==> config.mk <==
export PLATFORM = sky130hd
export DESIGN_NAME = ppv_ctrl
export DESIGN_NICKNAME = d
export VERILOG_FILES = /design/src/rtl/core/ppv_pkg.sv /design/src/rtl/core/ppv_ctrl.sv
export SDC_FILE = /design/constraint.sdc
export NUM_CORES = 1
export LEC_CHECK = 0
export BUFFER_PORTS_ARGS = -buffer_cell sky130_fd_sc_hd__buf_2
export CAP_MARGIN = 0
export CORE_MARGIN = 2
export CORE_UTILIZATION = 52
export CTS_BUF_LIST = sky130_fd_sc_hd__clkbuf_4
export DETAILED_ROUTE_END_ITERATION = 12
export PLACE_DENSITY = 0.79
export SLEW_MARGIN = 20
export SYNTH_ARGS = -nofsm -noshare
export SYNTH_HDL_FRONTEND = slang
export SYNTH_SLANG_ARGS = --single-unit
==> constraint.sdc <==
create_clock -name clk_i -period 2.3 [get_ports clk_i]
set_input_delay 0.345 -clock clk_i [delete_from_list [all_inputs] [get_ports clk_i]]
set_output_delay 0.345 -clock clk_i [all_outputs]
set_load 0.05 [all_outputs]
==> src/rtl/core/ppv_pkg.sv <==
// Shared types and constants for the periodic polyhedron volume block.
`default_nettype none

package ppv_pkg;

  // Box length registers
  localparam int unsigned BOX_W = 15;
  localparam int unsigned CFG_IDX_W = 2;
  localparam logic [CFG_IDX_W-1:0] CFG_BOX_X = 2'd0;
  localparam logic [CFG_IDX_W-1:0] CFG_BOX_Y = 2'd1;
  localparam logic [CFG_IDX_W-1:0] CFG_BOX_Z = 2'd2;
  localparam logic [BOX_W-1:0] BOX_RESET = 15'd256;

  // Six-times-volume accumulator and the divide-by-six unit
  localparam int unsigned SUM_W = 64;
  localparam int unsigned DIV_DIGIT_W = 16;
  localparam int unsigned DIV_STEPS = SUM_W / DIV_DIGIT_W;
  localparam int unsigned DIV_CNT_W = $clog2(DIV_STEPS);
  localparam int unsigned REM_W = 3;
  localparam logic [REM_W:0] DIVISOR = 4'd6;

  // Partial dividend v < 2^19: floor(v / 6) = (v * RECIP) >> RECIP_SHIFT
  localparam int unsigned DIV_V_W = REM_W + DIV_DIGIT_W;
  localparam int unsigned RECIP_W = 20;
  localparam int unsigned RECIP_SHIFT = 22;
  localparam logic [RECIP_W-1:0] RECIP = 20'd699051;
  localparam int unsigned DPROD_W = DIV_V_W + RECIP_W;

  // Controller to datapath commands
  typedef struct packed {
    logic load_in;    // capture the accepted vertex
    logic wrap;       // wrap differences, latch reference and polygon state
    logic mul;        // cross product partial products
    logic sel_close;  // closing edge operands instead of the open edge
    logic dot;        // cross components times reference-to-centre
    logic acc;        // add or subtract the term
    logic div_load;   // start divide, clear the sum
    logic div_step;   // one 16-bit quotient digit of the divide
    logic out_load;   // signed quotient into the output register
  } ppv_cmd_t;

  // Datapath to controller status
  typedef struct packed {
    logic poly_first;
    logic poly_last;
    logic cell_last;
    logic div_last;
  } ppv_sts_t;

endpackage

`default_nettype wire

==> src/rtl/core/ppv_ctrl.sv <==
// Sequencing state machine for the periodic polyhedron volume block.
`default_nettype none

module ppv_ctrl
  import ppv_pkg::*;
(
  input  wire logic     clk_i,
  input  wire logic     rst_ni,
  input  wire logic     in_valid_i,
  output logic          in_ready_o,
  output logic          out_valid_o,
  input  wire logic     out_ready_i,
  input  wire ppv_sts_t sts_i,
  output ppv_cmd_t      cmd_o
);

  typedef enum logic [7:0] {
    S_IDLE  = 8'b0000_0001,
    S_WRAP  = 8'b0000_0010,
    S_MUL   = 8'b0000_0100,
    S_DOT   = 8'b0000_1000,
    S_ACC   = 8'b0001_0000,
    S_DIVLD = 8'b0010_0000,
    S_DIV   = 8'b0100_0000,
    S_OUT   = 8'b1000_0000
  } ppv_state_e;

  ppv_state_e state_q, state_d;
  logic       close_q, close_d;
  logic       out_valid_q, out_valid_d;
  ppv_state_e done_state;

  // Where a vertex goes once its terms are in
  assign done_state = sts_i.cell_last ? S_DIVLD : S_IDLE;

  // Next state and commands
  always_comb begin
    cmd_o   = '0;
    state_d = state_q;
    close_d = close_q;
    unique case (state_q)
      S_IDLE: begin
        if (in_valid_i) begin
          cmd_o.load_in = 1'b1;
          state_d = S_WRAP;
        end
      end
      S_WRAP: begin
        cmd_o.wrap = 1'b1;
        if (!sts_i.poly_first) begin
          close_d = 1'b0;
          state_d = S_MUL;
        end else if (sts_i.poly_last) begin
          close_d = 1'b1;
          state_d = S_MUL;
        end else begin
          state_d = done_state;
        end
      end
      S_MUL: begin
        cmd_o.mul = 1'b1;
        cmd_o.sel_close = close_q;
        state_d = S_DOT;
      end
      S_DOT: begin
        cmd_o.dot = 1'b1;
        state_d = S_ACC;
      end
      S_ACC: begin
        cmd_o.acc = 1'b1;
        if (!close_q && sts_i.poly_last) begin
          close_d = 1'b1;
          state_d = S_MUL;
        end else begin
          state_d = done_state;
        end
      end
      S_DIVLD: begin
        cmd_o.div_load = 1'b1;
        state_d = S_DIV;
      end
      S_DIV: begin
        cmd_o.div_step = 1'b1;
        if (sts_i.div_last) begin
          state_d = S_OUT;
        end
      end
      S_OUT: begin
        if (!out_valid_q || out_ready_i) begin
          cmd_o.out_load = 1'b1;
          state_d = S_IDLE;
        end
      end
      default: begin
        state_d = S_IDLE;
      end
    endcase
  end

  // Output valid flag
  always_comb begin
    out_valid_d = out_valid_q;
    if (cmd_o.out_load) begin
      out_valid_d = 1'b1;
    end else if (out_ready_i) begin
      out_valid_d = 1'b0;
    end
  end

  always_ff @(posedge clk_i or negedge rst_ni) begin
    if (!rst_ni) begin
      state_q     <= S_IDLE;
      close_q     <= 1'b0;
      out_valid_q <= 1'b0;
    end else begin
      state_q     <= state_d;
      close_q     <= close_d;
      out_valid_q <= out_valid_d;
    end
  end

  assign in_ready_o  = (state_q == S_IDLE);
  assign out_valid_o = out_valid_q;

endmodule

`default_nettype wire

==> results of run 1 <==
## placed cells by master, fill, tap and decap left out, types with 2 or more instances in the layout
cell	n
a21o_1	2
clkbuf_4	4
nor3b_1	3
o21ai_0	4
dfrtp_2	2
nor2_1	3
buf_6	3
or4_4	2
a21oi_1	2
buf_4	16
nand2_1	2
inv_1	7
buf_2	11
and2_4	2
buf_8	2
o211ai_1	3
dfrtp_1	7
## synth_stat cells (2+ instances only)
cell      number  area (µm²)
nor3_1         3        15.0
nor4_1         2        12.5
nor3b_1        4        30.0
buf_2          3        15.0
nand2_1        2        7.51
nor2_1         4        15.0
o21ai_0        4        20.0
and2_1         3        18.8
inv_1          7        26.3
dfrtp_1        9         225
a21o_1         2        15.0
a21oi_1        3        15.0
o211ai_1       3        22.5
## worst max path at each step
stage,start,end
finish,state_q[5],cmd_o[5]
detailed placement,state_q[5],cmd_o[5]
floorplan,state_q[5],cmd_o[5]
global route,state_q[5],cmd_o[5]
CTS,state_q[5],cmd_o[5]
global placement,state_q[5],cmd_o[5]
## layer usage
layer	global-route usage, %	share of wire, %
met1	31.2	41
met2	43.3	52
met3	10.0	4.2
met4	17.5	2.7
met5	0	0
## worst reg2reg max path, stage by stage (launching register included)
cell	delay, ns
dfrtp_1	0.39
or4_4	0.54
buf_4	0.15
buf_4	0.14
o31ai_1	0.30
mux2_2	0.37
## where the power goes
part           switching, W  total (W)  internal, W
sequential        0.0000594   0.000281     0.000221
combinational      0.000320   0.000590     0.000269
clock             0.0000701   0.000133    0.0000631
total              0.000450    0.00100     0.000554
## cells by family after synthesis
kind of cell	count (synthesis)
AND/OR/NAND/NOR	30
AO/OA/AOI/OAI	20
buffers and inverters	14
flip-flops	10
XOR/XNOR	1
multiplexers	1
## stage by stage
step / hold slack [ns] / setup TNS [ns]
4_1_cts: 0.280 / -0.196
6_report: 0.285 / -0.231
3_5_place_dp: 0.221 / 0
5_1_grt: 0.273 / -0.514
2_1_floorplan: 0.0494 / -0.670
3_3_place_gp: 0.222 / 0
## layout make-up
type / instances / area (µm²) / area share (%)
Clock buffer: 3 / 22.5 / 2.24
Clock inverter: 1 / 3.75 / 0.373
Inverter: 7 / 26.3 / 2.61
Multi-Input combinational cell: 52 / 425 / 42.2
Sequential cell: 10 / 254 / 25.2
Tap cell: 15 / 18.8 / 1.86
Timing Repair Buffer: 34 / 256 / 25.5
## state kept, by name, indices dropped and copies added, names as in the netlist
| signal | flops |
|---|---|
| out_valid_o | 1 |
| state_q | 8 |
| close_q | 1 |
## what timing repair did
item,CTS,global route
setup endpoints to repair,6,6
hold buffers,1,0
gates resized for setup,15,9
buffers inserted,2,6
pin swaps,0,4
endpoints found under the hold margin,9,0
==> out/results.tsv, run 1 <==
metric	value	unit
placed insts	109	
Syn Inst Count	76	
DRC	0	
violated checks	setup timing	
Worst Clk Skew	0.00258	ns
Final ANT Viol Nets	0	
Yosys warning total	0	
Setup WS post-layout	-0.133	ns
Synth Area in Simple Gates	30.0	%
clock tree root buffer cell	clkbuf_4	
# diodes	0	
delay of the slowest cell on the worst path	0.54	ns
DRT Pass-1 Iters	4	
Peak supply drop	612	µV
setup slack at placement	0.0785	ns
worst hold path class	input port to flip-flop	
Critical Path AT	2.09	ns
Longest Clk Path Bufs	2	
layout cell share with drive strength beyond 1	51.4	%
Post-synth EDFFs	0	
later-pin clock latency in the skew report	0.28	ns
Primary FF master, synth	dfrtp_1	
Design Power	0.00100	W
Initial DRC Count	12	
maximum fanout along the worst path	3	
IO Count	19	
Util after Layout	79.4	%
Compound-Gate Fraction of Synth Area	20.5	%
DP HPWL	1240	µm
CTS buffer count	3	
syn_area_per_cell	9.05	µm²
sequential-to-total area share from yosys stat	36.5	%
CTS tree	yes	
Hold Path Origin	sts_i[3]	
Final Hold Vio Count	0	
Slowest cell on crit path	or4_4	
outcome	complete, but fails checks	
H-tree levels	1	
final slew viol count	0	
DIE WIDTH	40.4	µm
largest net degree at the start of global routing	11	
CP endpoint kind	output pin	
xor/xnor cell area share of the yosys netlist	1.27	%
Worst-Margin Slew	0.394	ns
total die area	1630	µm²
vias per cell	6.03	
worst r2r src	state_q[5]	
final cell count without fillers	122	
worst reg2reg setup slack	0.30	ns
Max-slew headroom	73.1	%
Pwr Density	997	nW/µm²
wire per inst	16.1	µm
DRT Wirelength	1960	µm
core area	1270	µm²
first-pass GRT wire length	2770	µm
Reg2Reg Capture Point	state_q[7]	
syn nets	84	
Layout Nets	116	
f_max	411	MHz
Syn Std Cell Area	688	µm²
Initial Utilization	54.2	%
kind of critical path	flip-flop to output pin	
register bit total from synthesis	10	
Reg clk slew, reported paths	0.07	ns
Die Ht	40.4	µm
Async SR Flop Fraction	100	%
initial antenna violation count	0	
routed vias	736	
main combinational cell family by area after synthesis	simple AND/OR/NAND/NOR gates	
Worst EP required	1.96	ns
Yosys cell types	40	
IO buf count	18	
area grow syn2layout	46.4	%
worst path buffer plus inverter count	1	
MaxCap Viol Count	0	
Reg2Reg Depth	5	
WP depth	5	
P_leak	0.491	nW
placed cell areas	828	µm²
fin crit share	106	%
CP cell instances	or4_4, or3_4, nor3b_4, and2_4, buf_8	
mux share of post-synthesis cell area	1.64	%
hold worst-path end	state_q[2]	
Tmin final	2.43	ns
RSZ-0062 raised after global routing	true	
row cnt	13	
grt ovf	0	
# fillers	93	
clock sink count	10	
GRT Util Overall	27.6	%
Final Wtd Congestion	0.773	
vias in the first global route	627	
Final setup viols	2	
Startpoint Class	flip-flop	
crit-path leading delay family	simple AND/OR/NAND/NOR gates	
Adder-Cell Fraction of Synth Area	0	%
Min-Delay Path Depth	2	
Final Cell Area	1010	µm²
No activity file was read; power rests on OpenSTA's default activity.
==> run 2: changes to the inputs <==
REMOVE_ABC_BUFFERS = 1   (was unset)
==> run 2 against run 1 <==
Compared with the run above: the run still ends with setup timing left; clock skew about the same; count of clock-buffer cells in the layout grew 1; sequential share of layout area rose by 1.8 points; first-iteration DRC count increased by 33%; wire length shrank 16%; via count down 10%; utilization is 6.0 points lower; clock power increased by 9.8%; design area shrank 7.6%; combinational power decreased by 14%; non-clock buffer count shrank 6; critical endpoint unchanged.
==> out/results.tsv, run 2 (synthesis results as in run 1) <==
metric	value	unit
first-pass GRT wire length	2360	µm
vias per cell	5.70	
Final Hold Vio Count	0	
total die area	1630	µm²
DRC	0	
Max-slew headroom	59.2	%
core area	1270	µm²
number of flip-flops in the largest register	8	
CTS tree	yes	
worst reg2reg setup slack	0.31	ns
later-pin clock latency in the skew report	0.28	ns
critical path startpoint	state_q[5]	
worst r2r src	state_q[0]	
IO buf count	18	
Final ANT Viol Nets	0	
DP HPWL	1110	µm
commonest non-fill, non-tap cell in the layout	buf_4	
multi-input combinational cell area	394	µm²
Setup WS post-layout	-0.112	ns
worst hold path class	input port to flip-flop	
CTS buffer count	3	
kind of critical path	flip-flop to output pin	
Worst-Margin Slew	0.607	ns
Tmin final	2.41	ns
largest reg by FF count	state_q	
P_leak	0.461	nW
clock sink count	10	
vias in the first global route	538	
f_max	415	MHz
Worst Clk Skew	0.00287	ns
Reg2Reg Depth	3	
outcome	complete, but fails checks	
Initial DRC Count	16	
RSZ-0062 raised after global routing	true	
CP endpoint kind	output pin	
placed insts	107	
MaxCap Viol Count	0	
Critical Path Sink	cmd_o[5]	
Die Ht	40.4	µm
wire per inst	14.3	µm
Layout Nets	110	
DRT Wirelength	1650	µm
initial antenna violation count	0	
Worst EP required	1.96	ns
# fillers	102	
Longest Clk Path Bufs	2	
grt ovf	0	
maximum fanout along the worst path	3	
most frequent cells in the layout	buf_4, buf_2, dfrtp_1	
final cell count without fillers	116	
DRT Pass-1 Iters	4	
Initial Utilization	54.2	%
Final Wtd Congestion	0.824	
largest net degree at the start of global routing	11	
register area	251	µm²
Startpoint Class	flip-flop	
Final TNS setup	-0.456	ns
Final setup viols	6	
final slew viol count	0	
area grow syn2layout	35.3	%
Peak supply drop	716	µV
GRT Util Overall	22.8	%
Reg clk slew, reported paths	0.07	ns
fin crit share	105	%
layout cell share with drive strength beyond 1	43.6	%
H-tree levels	1	
# diodes	0	
routed vias	661	
clock tree root buffer cell	clkbuf_4	
DIE WIDTH	40.4	µm
Reg2Reg Capture Point	state_q[7]	
row cnt	13	
Critical Path AT	2.07	ns
Pwr Density	999	nW/µm²
violated checks	setup timing	
IO Count	19	
-- run 2: cell types whose count changed in the layout (fill, tap and decap cells not counted), sizes merged --
cell / before / now
buf: 32 / 26
clkinv: 1 / 0
clkbuf: 4 / 5
-- run 2: routing by layer --
layer | global-route usage (%) | share of wire, % | wire, µm | vias up
met4 | 16.7 | 2.4 | 39 | 0
li1 | - | - | - | 327
met2 | 32.5 | 49 | 806 | 24
met5 | 0 | 0 | 0 | -
met1 | 29.6 | 45 | 736 | 305
met3 | 5.00 | 4.2 | 70 | 5
-- run 2: how the worst min path moves through the flow --
stage,end,startpoint,slack [ns],cells past startpoint
floorplan,close_q,rst_ni,0.05,0
global placement,state_q[3],rst_ni,0.22,1
detailed placement,state_q[1],rst_ni,0.22,1
CTS,state_q[2],sts_i[3],0.27,2
global route,state_q[2],sts_i[3],0.29,2
finish,state_q[2],sts_i[3],0.27,2
-- run 2: area by class of cell --
class                      instances  area share, %
inverter                           7           2.82
tap                               15           2.02
sequential                        10           27.0
clock buffer                       4           3.23
multi-input combinational         52           42.3
timing repair buffer              28           22.6
-- run 2: stage by stage --
step	instance area [µm²]	util, %	hold WS, ns	total power (W)	setup WS [ns]
finish	931	73.4	0.274	0.000930	-0.112
global placement	792	62.4	0.221	0.000670	0.137
floorplan	646	-	0.0494	0.000581	-0.617
CTS	901	71.0	0.266	0.000891	-0.127
global route	931	73.4	0.286	0.000982	-0.185
detailed placement	792	62.4	0.220	0.000683	0.0825
-- run 2: power by group --
part	internal (W)	total (W)	switching, W
combinational	0.000214	0.000509	0.000295
clock	0.0000792	0.000146	0.0000666
sequential	0.000219	0.000275	0.0000559
total	0.000512	0.000930	0.000417
-- run 2: worst max-delay path: stages, from the launching register on --
cell and delay [ns]:
dfrtp_1 0.38, or4_4 0.53, or3_4 0.37, nor3b_4 0.20, and2_4 0.17, buf_8 0.14
-- run 2: repair_timing --
item / CTS / global route
hold endpoints to repair: 9 / 0
pin swaps: 0 / 1
setup endpoints to repair: 6 / 8
hold buffers: 1 / 0
buffers inserted: 3 / 1
resized for setup: 14 / 6
==> run 3: changes to the inputs <==
CAP_MARGIN = 20   (was 0)
CORE_AREA = 2 2 39 41   (was unset)
CORE_MARGIN = unset   (was 2)
CORE_UTILIZATION = unset   (was 52)
DIE_AREA = 0 0 41 43   (was unset)
RECOVER_POWER = 100   (was unset)
clock period = 3 ns   (was 2.3 ns; I/O delays follow)
==> run 3 against run 2 <==
Compared with the run above: the flow now finishes without violations; sequential power decreased by 24%; global-route usage down 5.9 points; worst setup slack improved by 0.35 ns; first-iteration DRC count fell by 69%; utilization decreased by 18 points; die area is 8.1% higher; hold slack got worse by 0.14 ns; clock skew increased by 0.00067 ns; critical path depth did not move; final cell count down 7.8%; via count fell by 9.1%; critical path type unchanged; largest power group unchanged.
==> out/results.tsv, run 3 (synthesis results as in run 1) <==
metric	value	unit
grt peak-use layer	met1	
P_leak	0.359	nW
post-cts resize count	0	
kind of critical path	flip-flop to output pin	
Reg clk slew, reported paths	0.07	ns
Final Wtd Congestion	0.875	
delay of the slowest cell on the worst path	0.60	ns
Initial DRC Count	5	
met1 Track Usage GR	24.4	%
met2 usage	23.4	%
grt ovf	0	
Die Ht	43	µm
DIE WIDTH	41	µm
area grow syn2layout	12.0	%
GRT Util Overall	16.9	%
layout cell share with drive strength beyond 1	20.9	%
initial antenna violation count	0	
Final Cell Area	771	µm²
CP endpoint kind	output pin	
worst path buffer plus inverter count	1	
worst reg2reg setup slack	1.04	ns
largest reg by FF count	state_q	
number of flip-flops in the largest register	8	
RSZ-0062 raised after global routing	false	
maximum fanout along the worst path	9	
# diodes	0	
Post-CTS Setup Bufs	0	
fin crit share	92.2	%
H-tree levels	1	
Final Hold Vio Count	0	
Pwr Density	788	nW/µm²
CP cell instances	or4_1, or3_4, nor3b_2, and2_1, clkbuf_2	
first-pass GRT wire length	2020	µm
Longest Clk Path Bufs	2	
DRT Pass-1 Iters	4	
placed cell areas	756	µm²
largest net degree at the start of global routing	11	
IO Count	19	
Critical Path AT	2.32	ns
hold-fix buffers at CTS	0	
total die area	1760	µm²
routed vias	601	
vias in the first global route	446	
Worst Clk Skew	0.00354	ns
DRC	0	
outcome	completed	
CTS tree	yes	
f_max	362	MHz
Worst-Margin Slew	0.596	ns
Tmin final	2.77	ns
clock tree root buffer cell	clkbuf_4	
Worst EP required	2.55	ns
most frequent cells in the layout	dfrtp_1, clkbuf_1, inv_1	
later-pin clock latency in the skew report	0.26	ns
Reg2Reg Capture Point	state_q[7]	
Final ANT Viol Nets	0	
row cnt	14	
Startpoint Class	flip-flop	
vias per cell	5.62	
CTS buffer count	3	
MaxCap Viol Count	0	
wire per inst	12.6	µm
Slowest cell on crit path	or4_1	
DP HPWL	978	µm
Initial Utilization	49.7	%
Final setup viols	0	
Hold Slack	0.137	ns
crit-path leading delay family	simple AND/OR/NAND/NOR gates	
Peak supply drop	333	µV
worst r2r src	state_q[0]	
DRT Wirelength	1350	µm
worst hold path class	input port to async pin	
final slew viol count	0	
Max-slew headroom	59.9	%
Layout Nets	100	
GR Util met3	3.14	%
core area	1380	µm²
IO buf count	18	
clock sink count	10	
Reg2Reg Depth	3	
## run 3: how the worst max path moves through the flow
stage,startpoint,endpoint,slack [ns],depth (start not counted)
after detailed placement,state_q[5],cmd_o[5],0.59,5
after global routing,state_q[4],cmd_o[5],0.10,5
final,state_q[4],cmd_o[5],0.23,5
after global placement,state_q[5],cmd_o[5],0.63,5
after floorplan,state_q[5],cmd_o[5],-0.02,4
after CTS,state_q[5],cmd_o[5],0.30,5
## run 3: power by group
group          switching [W]  internal [W]
clock              0.0000478     0.0000604
sequential         0.0000422      0.000165
combinational       0.000190      0.000101
total               0.000280      0.000327
## run 3: area by class of cell
| cell class | instances | area (µm²) |
|---|---|---|
| Timing Repair Buffer | 18 | 78.8 |
| Multi-Input combinational cell | 52 | 364 |
| Inverter | 7 | 26.3 |
| Tap cell | 16 | 20.0 |
| Sequential cell | 10 | 251 |
| Fill cell | 135 | 613 |
| Clock buffer | 4 | 30.0 |
## run 3: per-stage QoR
stage                     setup WS [ns]  utilization (%)  TNS, ns  std cells  total power (W)
after floorplan                 -0.0215                -  -0.0215         69         0.000445
final                             0.235             55.7        0        107         0.000608
after CTS                         0.303             56.8        0        107         0.000616
after detailed placement          0.588             54.6        0        103         0.000509
after global placement            0.626             54.6        0        103         0.000505
after global routing              0.103             55.7        0        107         0.000649
## run 3: routing by layer
metal  routed length, µm  share of wire [%]
met5                   0                  0
met4                  13               0.96
met3                  67                5.0
met2                 602                 45
met1                 667                 49
